<file path="src/sv/gibs_pkg.sv">
// shared constants and types for the greedy iou box suppression block
package gibs_pkg;

    localparam int MAX_KEPT   = 64;
    localparam int COORD_BITS = 13;

    localparam int DIM_W   = 12;
    localparam int CLS_W   = 8;
    localparam int AREA_W  = 2 * DIM_W;
    localparam int UNI_W   = AREA_W + 1;
    localparam int THR_W   = 16;
    localparam int EDGE_W  = ((COORD_BITS > DIM_W) ? COORD_BITS : DIM_W + 1) + 1;
    localparam int IDX_W   = (MAX_KEPT > 1) ? $clog2(MAX_KEPT) : 1;
    localparam int CNT_W   = $clog2(MAX_KEPT + 1);
    localparam int PIPE    = 3;
    localparam int STEP_W  = $clog2(MAX_KEPT + PIPE + 1);
    localparam int POS_W   = 12;
    localparam int TOT_W   = 7;

    localparam logic [STEP_W-1:0] STEP_LAST = STEP_W'(MAX_KEPT + PIPE);
    localparam logic [POS_W-1:0]  POS_MAX   = {POS_W{1'b1}};
    localparam logic [THR_W-1:0]  THR_RESET = 16'd32768;

    localparam logic [1:0] ADDR_THR = 2'd0;

    // one stored box: upright sizes, unswapped area
    typedef struct packed {
        logic signed [COORD_BITS-1:0] left;
        logic signed [COORD_BITS-1:0] top;
        logic [DIM_W-1:0]             w;
        logic [DIM_W-1:0]             h;
        logic [CLS_W-1:0]             cls;
        logic [AREA_W-1:0]            area;
    } entry_t;

endpackage

</file>
<file path="src/sv/gibs_cell.sv">
// one storage cell of the kept-box ring
module gibs_cell (
    input  logic            clk,
    input  logic            shift_en,
    input  logic            load_en,
    input  gibs_pkg::entry_t load_data,
    input  gibs_pkg::entry_t from_next,
    output gibs_pkg::entry_t data
);

    gibs_pkg::entry_t data_reg;

    always_ff @(posedge clk)
    begin
        if (load_en)
        begin
            data_reg <= load_data;
        end
        else if (shift_en)
        begin
            data_reg <= from_next;
        end
    end

    assign data = data_reg;

endmodule

</file>
<file path="config.mk">
export PLATFORM = sky130hd
export DESIGN_NAME = gibs_cell
export DESIGN_NICKNAME = d
export VERILOG_FILES = /design/src/sv/gibs_pkg.sv /design/src/sv/gibs_cell.sv
export SDC_FILE = /design/constraint.sdc
export NUM_CORES = 1
export LEC_CHECK = 0
export BUFFER_PORTS_ARGS = -buffer_cell sky130_fd_sc_hd__buf_2
export CAP_MARGIN = 20
export CORE_MARGIN = 5
export CORE_UTILIZATION = 45
export CTS_CLUSTER_DIAMETER = 200
export DETAILED_ROUTE_END_ITERATION = 6
export PLACE_DENSITY = 0.85
export RECOVER_POWER = 25
export SYNTH_ARGS = -nofsm -noshare
export SYNTH_HDL_FRONTEND = slang
export SYNTH_SLANG_ARGS = --single-unit
</file>
<file path="constraint.sdc">
create_clock -name clk -period 5.7 [get_ports clk]
set_input_delay 0.285 -clock clk [delete_from_list [all_inputs] [get_ports clk]]
set_output_delay 0.285 -clock clk [all_outputs]
set_load 0.005 [all_outputs]
</file>
* Word-level counts from Yosys, hierarchy flattened
Cells that the tools add are included.
** Operators by class
- Shifts and indexed selects :: 0
- Order comparisons :: 0
- Bitwise gates (word level) :: 0
- Add/sub/neg operators :: 0
- Equality and inequality tests :: 0
- Div/mod/pow operators :: 0
- Muxes and demuxes :: 2
- Multiply operators :: 0
- Reduce and logical (&&, ||, !) cells :: 1
** Operators by type and width (count)
- $mux 82 :: 2
- $reduce_bool 2->1 :: 1
** Storage, ports and cells
- Memory bits (writable) :: 0
- Logic and storage cells :: 9
- Bits in read-only memories :: 0
- Latch bits :: 0
- Output and inout bits :: 82
- Memories :: 0
- Register bits after elaboration :: 82

* Longest topological paths before layout
- Word-level depth :: 2
- Mapped depth :: 3
- Depth with buffers taken out :: 1

* Worst setup path after synthesis
No wires, ideal clock.
- Kind :: input to register
- Start :: input load_en
- End :: register data_reg (netlist bit data[0]) (enable)
- Slack :: 3.645 ns
- Arrival :: 1.650 ns
- Stages :: 3
- Required time :: 5.295 ns
- Path through :: buf_6 buf_6 or2_2
** On the way
- Longest elaborated chain between the ends :: 1
** RTL lines
- start: declaration :: line gibs_cell.sv:5 : input logic load_en,
- $reduce_bool 2->1 (no source line)
- end signal: assignment :: line gibs_cell.sv:17 : data_reg <= load_data;
- end signal: assignment :: line gibs_cell.sv:21 : data_reg <= from_next;
- end: declaration :: line gibs_cell.sv:11 : gibs_pkg::entry_t data_reg;
Every way passes these cells.
A chain may end at the register's enable or synchronous reset.

* Worst setup path in the final report
- Start :: input load_en
- End :: register data_reg (netlist bit data[80]), data pin
** On the way
- Longest elaborated chain between the ends :: 1
** RTL lines
- $mux 82 :: line gibs_cell.sv:15 : if (load_en)
Every way passes these cells.

==> metrics <==
post-synthesis xor/xnor area fraction 0; switching pwr 307 uW; # fillers 695; Post-Syn Area 3750 um^2; setup TNS 0 ns; CTS root buffer clkbuf_8; Slew headroom -0.455; worst path arrival time 3.08 ns; Post-Syn Instances 174; Tightest Pin Transition 2.18 ns; simple-gate portion of the synthesized area 0.00167; Seq pwr share 0.516; layout cells sized above 1 0.684; DRC Markers 0; placed insts 519; DR vias/cell 4.67; # IOs 249; post-synth cell types 6; antenna violations before repair 0; unrepaired setup endpoints after global routing false; Initial Util 0.458; multiplexer share of the synthesized area 0.316; violations in the final reports capacitance limit, slew limit; Die Width 101 um; RD Place Congestion 0.744; Worst Hold Launch from_next[16]; H-tree Lvls 3; Layout Nets 593; Yosys warning count 0; Resized cells post-CTS 0; largest net degree at the start of global routing 83; total inserted antenna cells 0; drt initial violations 37; crit path kind in2reg; critical path launch point type primary input; per-cell routed wire length 17.3 um; vias in the first global route 2,747; hold_buf cts 0; Reg area 2460 um^2; sequential share of the synthesized area 0.657; fin crit share 0.525; Sw Ratio 0.210; Compound-Gate Fraction of Synth Area 0; area leader, netlist edfxtp_1; Post-Layout Cell Count 536; I/O Buffers 248; Leak 0.00237 uW; Adder-Cell Fraction of Synth Area 0; clock tree buffer depth 2; die height 101 um; max reg flops 82; WHS Endpoint data[16]$_DFFE_PP_; P&R area growth vs syn 37.3%; final hold vios 0; hold depth 2; Mean Syn Cell Area 21.5 um^2; CP Max Fanout 43; GRT Util Overall 0.173; Mapped Nets 341; min Tclk post-route 2.99 ns; total of flip-flops plus latches after synthesis 82; Setup-failing EPs final 0; TritonCTS Buffers 9; setup bufs post-CTS 0; crit path capture type flip-flop; clock power share 0.333; max-cap viol count 1; Power Density 285 nW/um^2; detailed-placement wirelength estimate 7.28 mm; Comb pwr share 0.151; die area 10,200 um^2; largest cells by area after synthesis edfxtp_1 66%, mux2_4 28%, mux2_2 3.9%, buf_6 2.4%, or2_2 0.17%; max-slew violations 42; remaining antenna violation count 0; worst hold path class in2reg; WL final 9.29 mm; grt total ovfl 0; total vias in the final route 2,503; clock sink count 82; CTS tree built; fmax 334 MHz; Required @ worst endpoint 5.79 ns; status finished with violations; core box area 8180 um^2; multi-input logic area 1070 um^2; largest family of logic cells by synthesized area multiplexers; Finished Cell Area 5140 um^2; Placed Area 5040 um^2; first-pass GRT wire length 13.3 mm; Synth top area share 0.657; Core Rows 33; Peak VDD IR 0.000146 V; internal power 1160 uW; DR pass1 iterations 4; clock-pin slew of the registers on the worst-case setup and hold paths 0.08 ns
==> metal layers <==
layer	global-route usage	up-vias	wire, um
li1	-	1186	-
met1	0.167	1162	2960
met2	0.332	146	5120
met3	0.0606	9	1100
met4	0.0695	0	116
met5	0	-	0
==> Yosys cell counts, drive strengths merged <==
cell     n
edfxtp  82
buf      9
mux2    82
or2      1
==> worst max path at each step <==
| stage | startpoint | end | cells past startpoint |
|---|---|---|---|
| after floorplan | load_en | data[0]$_DFFE_PP_ | 3 |
| after global placement | load_en | data[80]$_DFFE_PP_ | 3 |
| after detailed placement | load_en | data[38]$_DFFE_PP_ | 2 |
| after CTS | load_en | data[61]$_DFFE_PP_ | 2 |
| after global routing | load_en | data[80]$_DFFE_PP_ | 3 |
| final | load_en | data[80]$_DFFE_PP_ | 3 |
==> logic make-up (layout without fill, tap and decap cells) <==
| logic type | count (synthesis) | count (layout) |
|---|---|---|
| simple gates | 1 | 1 |
| mux | 82 | 82 |
| flops | 82 | 82 |
| buf+inv | 9 | 266 |
==> layout by cell type (no fill, tap or decap) <==
cell type	count
bufinv_16	3
buf_2	229
buf_12	1
clkbuf_1	20
clkinvlp_4	1
edfxtp_1	82
mux2_2	13
clkbuf_8	9
mux2_4	37
buf_4	1
or2_4	1
mux2_1	32
clkinv_1	2
==> power by group through the flow <==
stage	registers [uW]	logic, uW	clock network (uW)
after floorplan	780	96.6	0
after global placement	767	234	0
after detailed placement	770	244	0
after CTS	757	245	499
after global routing	763	241	524
final	755	221	487
==> critical path: stages <==
cell and delay (ns):
clkbuf_1 1.52, buf_4 0.81, mux2_2 0.41
==> metrics by stage <==
stage          total power, uW  hold slack, ns   util  setup WS [ns]
2_1_floorplan              877           0.502      -           3.65
3_3_place_gp              1000           0.585  0.616           3.53
3_5_place_dp              1010           0.589  0.616           3.44
4_1_cts                   1500           0.214  0.644           3.80
5_1_grt                   1530           0.210  0.629           2.51
6_report                  1460           0.230  0.629           2.71
==> area by class of cell <==
cell class / count / area share
clock buffers: 10 / 0.0248
clock inverters: 6 / 0.0204
flip-flops and latches: 82 / 0.479
multi-input cells: 83 / 0.208
repair buffers: 250 / 0.242
well taps: 105 / 0.0255
(Power assumes the default switching activity.)
