## src/sv/gibs_pkg.sv

```systemverilog
// shared constants and types for the greedy iou box suppression block
package gibs_pkg;

    localparam int MAX_KEPT   = 64;
    localparam int COORD_BITS = 13;

    localparam int DIM_W   = 12;
    localparam int CLS_W   = 8;
    localparam int AREA_W  = 2 * DIM_W;
    localparam int UNI_W   = AREA_W + 1;
    localparam int THR_W   = 16;
    localparam int EDGE_W  = ((COORD_BITS > DIM_W) ? COORD_BITS : DIM_W + 1) + 1;
    localparam int IDX_W   = (MAX_KEPT > 1) ? $clog2(MAX_KEPT) : 1;
    localparam int CNT_W   = $clog2(MAX_KEPT + 1);
    localparam int PIPE    = 3;
    localparam int STEP_W  = $clog2(MAX_KEPT + PIPE + 1);
    localparam int POS_W   = 12;
    localparam int TOT_W   = 7;

    localparam logic [STEP_W-1:0] STEP_LAST = STEP_W'(MAX_KEPT + PIPE);
    localparam logic [POS_W-1:0]  POS_MAX   = {POS_W{1'b1}};
    localparam logic [THR_W-1:0]  THR_RESET = 16'd32768;

    localparam logic [1:0] ADDR_THR = 2'd0;

    // one stored box: upright sizes, unswapped area
    typedef struct packed {
        logic signed [COORD_BITS-1:0] left;
        logic signed [COORD_BITS-1:0] top;
        logic [DIM_W-1:0]             w;
        logic [DIM_W-1:0]             h;
        logic [CLS_W-1:0]             cls;
        logic [AREA_W-1:0]            area;
    } entry_t;

endpackage

```

## src/sv/gibs_cmp.sv

```systemverilog
// pipelined overlap test of the candidate against the ring head
module gibs_cmp (
    input  logic                          clk,
    input  logic                          rst_n,
    input  logic                          in_valid,
    input  gibs_pkg::entry_t              cand,
    input  gibs_pkg::entry_t              head,
    input  logic [gibs_pkg::THR_W-1:0]    thr,
    output logic                          hit
);

    localparam int EW = gibs_pkg::EDGE_W;
    localparam int DW = gibs_pkg::DIM_W;

    logic signed [EW-1:0] a_l, a_r, a_t, a_b, b_l, b_r, b_t, b_b;
    logic signed [EW-1:0] x1, x2, y1, y2, dxs, dys;
    logic [DW-1:0] dx_next, dy_next;

    logic                          v1_reg, v2_reg, v3_reg;
    logic [DW-1:0]                 dx_reg, dy_reg;
    logic [gibs_pkg::UNI_W-1:0]    sum1_reg, sum2_reg, uni_reg;
    logic [gibs_pkg::AREA_W-1:0]   inter2_reg, inter3_reg;
    logic [gibs_pkg::UNI_W-1:0]    uni_next;
    logic [gibs_pkg::AREA_W+gibs_pkg::THR_W-1:0] lhs;
    logic [gibs_pkg::UNI_W+gibs_pkg::THR_W-1:0]  rhs;

    always_comb
    begin
        a_l = EW'(cand.left);
        a_t = EW'(cand.top);
        b_l = EW'(head.left);
        b_t = EW'(head.top);
        a_r = a_l + $signed(EW'(cand.w));
        a_b = a_t + $signed(EW'(cand.h));
        b_r = b_l + $signed(EW'(head.w));
        b_b = b_t + $signed(EW'(head.h));
        x1 = (a_l > b_l) ? a_l : b_l;
        y1 = (a_t > b_t) ? a_t : b_t;
        x2 = (a_r < b_r) ? a_r : b_r;
        y2 = (a_b < b_b) ? a_b : b_b;
        dxs = x2 - x1;
        dys = y2 - y1;
        // empty when edges touch or miss
        if ((x1 >= x2) || (y1 >= y2))
        begin
            dx_next = '0;
            dy_next = '0;
        end
        else
        begin
            dx_next = dxs[DW-1:0];
            dy_next = dys[DW-1:0];
        end
    end

    always_comb
    begin
        if (sum2_reg > gibs_pkg::UNI_W'(inter2_reg))
        begin
            uni_next = sum2_reg - gibs_pkg::UNI_W'(inter2_reg);
        end
        else
        begin
            uni_next = gibs_pkg::UNI_W'(1);
        end
    end

    always_ff @(posedge clk or negedge rst_n)
    begin
        if (!rst_n)
        begin
            v1_reg <= 1'b0;
            v2_reg <= 1'b0;
            v3_reg <= 1'b0;
        end
        else
        begin
            v1_reg <= in_valid && (cand.cls == head.cls);
            v2_reg <= v1_reg;
            v3_reg <= v2_reg;
        end
    end

    always_ff @(posedge clk)
    begin
        dx_reg     <= dx_next;
        dy_reg     <= dy_next;
        sum1_reg   <= gibs_pkg::UNI_W'(cand.area) + gibs_pkg::UNI_W'(head.area);
        inter2_reg <= dx_reg * dy_reg;
        sum2_reg   <= sum1_reg;
        uni_reg    <= uni_next;
        inter3_reg <= inter2_reg;
    end

    assign lhs = {inter3_reg, {gibs_pkg::THR_W{1'b0}}};
    assign rhs = uni_reg * thr;
    assign hit = v3_reg && ((gibs_pkg::UNI_W + gibs_pkg::THR_W)'(lhs) > rhs);

endmodule

```

## config.mk

```make
export PLATFORM = sky130hd
export DESIGN_NAME = gibs_cmp
export DESIGN_NICKNAME = d
export VERILOG_FILES = /design/src/sv/gibs_pkg.sv /design/src/sv/gibs_cmp.sv
export SDC_FILE = /design/constraint.sdc
export NUM_CORES = 2
export LEC_CHECK = 0
export CAP_MARGIN = 20
export CORE_ASPECT_RATIO = 0.75
export CORE_MARGIN = 2
export CORE_UTILIZATION = 45
export CTS_CLUSTER_DIAMETER = 50
export CTS_CLUSTER_SIZE = 14
export DETAILED_ROUTE_END_ITERATION = 8
export DONT_BUFFER_PORTS = 1
export GPL_TIMING_DRIVEN = 1
export PLACE_DENSITY_LB_ADDON = 0.1
export SETUP_SLACK_MARGIN = 0.05
export SYNTH_ARGS = -nofsm -noshare
export SYNTH_HDL_FRONTEND = slang
export SYNTH_SLANG_ARGS = --single-unit
```

## constraint.sdc

```tcl
create_clock -name clk -period 10.6 [get_ports clk]
set_input_delay 1.06 -clock clk [delete_from_list [all_inputs] [get_ports clk]]
set_output_delay 1.06 -clock clk [all_outputs]
set_load 0.005 [all_outputs]
```

# Word level (Yosys, flattened, before mapping)
# Index checks and enable logic that the tools add are counted.
# totals
register_bits	150
out_inout_bits	1
word_cells	36
# classes
add_sub_neg	8
n_mul	2
magnitude_cmp	8
eq_ne	1
muxes	4
reduce_logical	3
# ops
operator	count
$add 13x13->14	4
$mux 14	4
$gt 40x41->1	1
$mul 25x16->41	1
$ge 14x14->1	2
$lt 14x14->1	2
$gt 13x13->1	2
$add 24x24->25	1
$gt 25x24->1	1
$sub 25x24->25	1
$mul 12x12->24	1
$sub 12x12->12	2
$eq 8x8->1	1
$logic_and 1x1->1	2
$logic_or 1x1->1	1

# Longest topological paths before layout
# depth
ltp_word	5
mapped_depth	34
depth_no_buf	32

# Worst setup path before layout
# Ideal clock, no wire load.
# synth_path
kind	input -> output
startpoint	input thr[9] (netlist name)
endpoint	output hit
t_arrival_ps	8317
required_ps	9540
path_slack_ps	1223
cell_stages	31
n_path_buf	3
cell_sequence	clkbuf_1 -> clkbuf_1 -> nand2_1 -> fa_1 -> inv_1 -> fa_1 -> inv_1 -> fa_1 -> inv_1 -> fa_1 -> fa_1 -> inv_1 -> fa_1 -> inv_1 -> ha_1 -> clkbuf_1 -> nand4_1 -> o311a_4 -> o41ai_4 -> nor2b_1 -> a31oi_1 -> xor2_1 -> ha_1 -> a21o_1 -> a21o_1 -> a21oi_1 -> o21ai_0 -> a2111oi_0 -> o211ai_1 -> mux2i_1 -> nor4_1
# synth_via
elab_chain_len	3
# synth_lines
element	line_no	text
from (decl)	gibs_cmp.sv:8	input logic [gibs_pkg::THR_W-1:0] thr,
$mul 25x16->41	gibs_cmp.sv:96	assign rhs = uni_reg * thr;
$gt 40x41->1	gibs_cmp.sv:97	assign hit = v3_reg && ((gibs_pkg::UNI_W + gibs_pkg::THR_W)'(lhs) > rhs);
$logic_and 1x1->1	gibs_cmp.sv:97	
to (decl)	gibs_cmp.sv:9	output logic hit
# Every way passes these cells.

# Worst setup path in the final report
# layout_path
startpoint	input thr[6] (netlist name)
endpoint	output hit
# Same word-level chain as after synthesis.

==> results.cfg <==
[run_status]
status = complete, no violations

[clock_network]
cts_tree = built
cts_max_path_buffers = 2
worstSkewPairLatency_ns = 0.44
cts_buffers = 17
cts.sinks = 150
cts_htree_levels = 4
clkTransAtPathRegs_ns = 0.06
postCtsHoldBufs = 0
cts_root_buf = clkbuf_16
post_cts_buffers = 0

[timing]
holdWs_ns = 0.315
tightest_slew_ns = 0.946
max_slew_margin = 0.369
hold_viol_final = 0
rsz0062_at_grt = false
final_max_slew_viol_count = 0
fmax_ghz = 0.0990
clock_skew_ns = 0.00769
fin_crit_ns = 10.10
setup_viol_count_final = 0
finalCritPeriodShare = 0.953

[worst_setup_path]
crit_buf_inv = 7
slowest_stage = fa_1
worst_path_most_repeated_cell = fa_1
critPathLaunchType = input port
cp_max_fo = 25
cpLargestDelayFamily = adder cells
crit_type = input port to output port
arrival_ns = 9.04
end_kind = output port
critPathMaxStageDelay_ns = 0.56
cp.required_ns = 9.54

[floorplan]
die_h_um = 226
die-area_um2 = 67600
io_pins = 184
row_count = 81
die_w_um = 299
start_util = 0.453
core-area_um2 = 65000

[synthesis]
syn_nets = 4387
syn_area_per_cell_um2 = 8.72
netlist_area_um2 = 29500
synth-edff-count = 0
synthCells = 3379
netlist.area_leader.share = 0.291
synth_commonest_cells = inv_1 (621), fa_1 (428), nand2_1 (418)
synthTopCellsByArea = fa_1 (29%), ha_1 (17%), dfxtp_1 (10%), inv_1 (7.9%), nand2_1 (5.3%)
yosys_warnings = 0
ys_seq_elements = 150
yosysMostFrequentCell = inv_1
synth-async-reset-ratio = 0.0200
ys_types = 78
seq_area_frac_synth = 0.102
yosysTopAreaCell = fa_1
synth_flop_cell = dfxtp_1

[placement]
dp.cells = 4164
place_area_um2 = 30300
gp_congestion = 0.912
post-dp-hpwl_mm = 63.1
port_buffers = 0

[route]
dr_total_vias = 22479
ant_nets = 0
wl_per_cell_um = 17.9
drc_errors = 0
totalWireLength_mm = 75.1
drt_iter0_markers = 1147
vias_per_cell = 5.36
drtPass1Iterations = 5

[global_routing]
grt.met2_usage = 0.390
gr-usage-met3 = 0.0363
grt_pass1_vias = 23556
gr-total-overflow = 0
top_usage_layer = met2
grt_util_all_layers = 0.229
met1_usage = 0.308
grt_max_degree = 26
grt_pass1_wl_mm = 124
antenna_found_initial = 0

[final_layout]
layout-drive-gt1-share = 0.0460
stdcell_count = 4196
fin_util = 0.476
syn2layout_area_growth_pct = 5.04
diodes = 0
finalInstanceArea_um2 = 30900
nets = 4320

[job]
cap_violations = 0

[worst_hold_path]
hold_class = input port to async pin
==> layout make-up <==
| cell class | count | area (µm²) |
|---|---|---|
| Clock buffer | 18 | 439 |
| Clock inverter | 14 | 129 |
| Fill cell | 6301 | 34000 |
| Inverter | 621 | 2330 |
| Multi-Input combinational cell | 2499 | 23700 |
| Sequential cell | 150 | 3050 |
| Tap cell | 871 | 1090 |
| Timing Repair Buffer | 23 | 173 |
==> cells in the final DEF (no fill, tap or decap), types with 7 or more instances in the layout <==
master / n
fa_1: 428
mux2_2: 47
nand4_1: 22
a21oi_1: 152
a41oi_1: 7
nand3_1: 32
inv_1: 621
o21bai_1: 13
dfxtp_1: 129
o21ai_0: 88
buf_4: 21
mux2i_1: 54
xor2_1: 58
dfxtp_2: 14
nand2_1: 418
o31ai_1: 9
nor2b_1: 43
a311oi_1: 8
a211oi_1: 10
and3_1: 7
ha_1: 397
xnor2_1: 91
a31oi_1: 12
and2_1: 220
nor3_1: 33
a21o_1: 79
o21a_1: 33
nand2b_1: 21
clkbuf_16: 17
nor2_1: 92
nor4_1: 8
==> repair_timing <==
| item | 4_1_cts | 5_1_grt |
|---|---|---|
| gates resized for setup | 10 | 21 |
| pin swaps | 0 | 1 |
| endpoints found under the setup margin | 1 | 1 |
==> cell families after synthesis <==
logic type | count (synthesis) | synth area share
buffers and inverters | 730 | 0.0937
AOI/OAI and AO/OA | 488 | 0.109
DFF | 150 | 0.102
adders and majority gates | 825 | 0.459
muxes | 103 | 0.0371
xor gates and xnor gates | 149 | 0.0443
and+or+nand+nor | 934 | 0.154
==> per-layer routing <==
metal	up-vias	wire [µm]
met3	89	4080
met5	-	0
li1	10670	-
met2	561	35900
met1	11159	33800
met4	0	1270
==> metrics by stage <==
stage               setup WS (ns)  setup TNS [ns]
CTS                        0.0564               0
detailed placement          0.203               0
floorplan                    1.22               0
global placement           -0.227          -0.227
finish                      0.502               0
global route               0.0589               0
==> path summary, 6_finish.rpt <==
kind | startpoint | to | slack, ns | cells after the start
max | thr[6] | hit | 0.50 | 31
min | rst_n | v3_reg | 0.31 | 0
max reg2reg | dx_reg[4] | inter2_reg[22] | 4.86 | 18
min reg2reg | sum1_reg[12] | sum2_reg[12] | 0.32 | 0
max in group asynchronous | rst_n | v2_reg | 10.22 | 0
min in group clk | sum1_reg[12] | sum2_reg[12] | 0.32 | 0
Power is not shown: default switching activity piles up to over one toggle a cycle in this logic, so the estimate is an artifact.
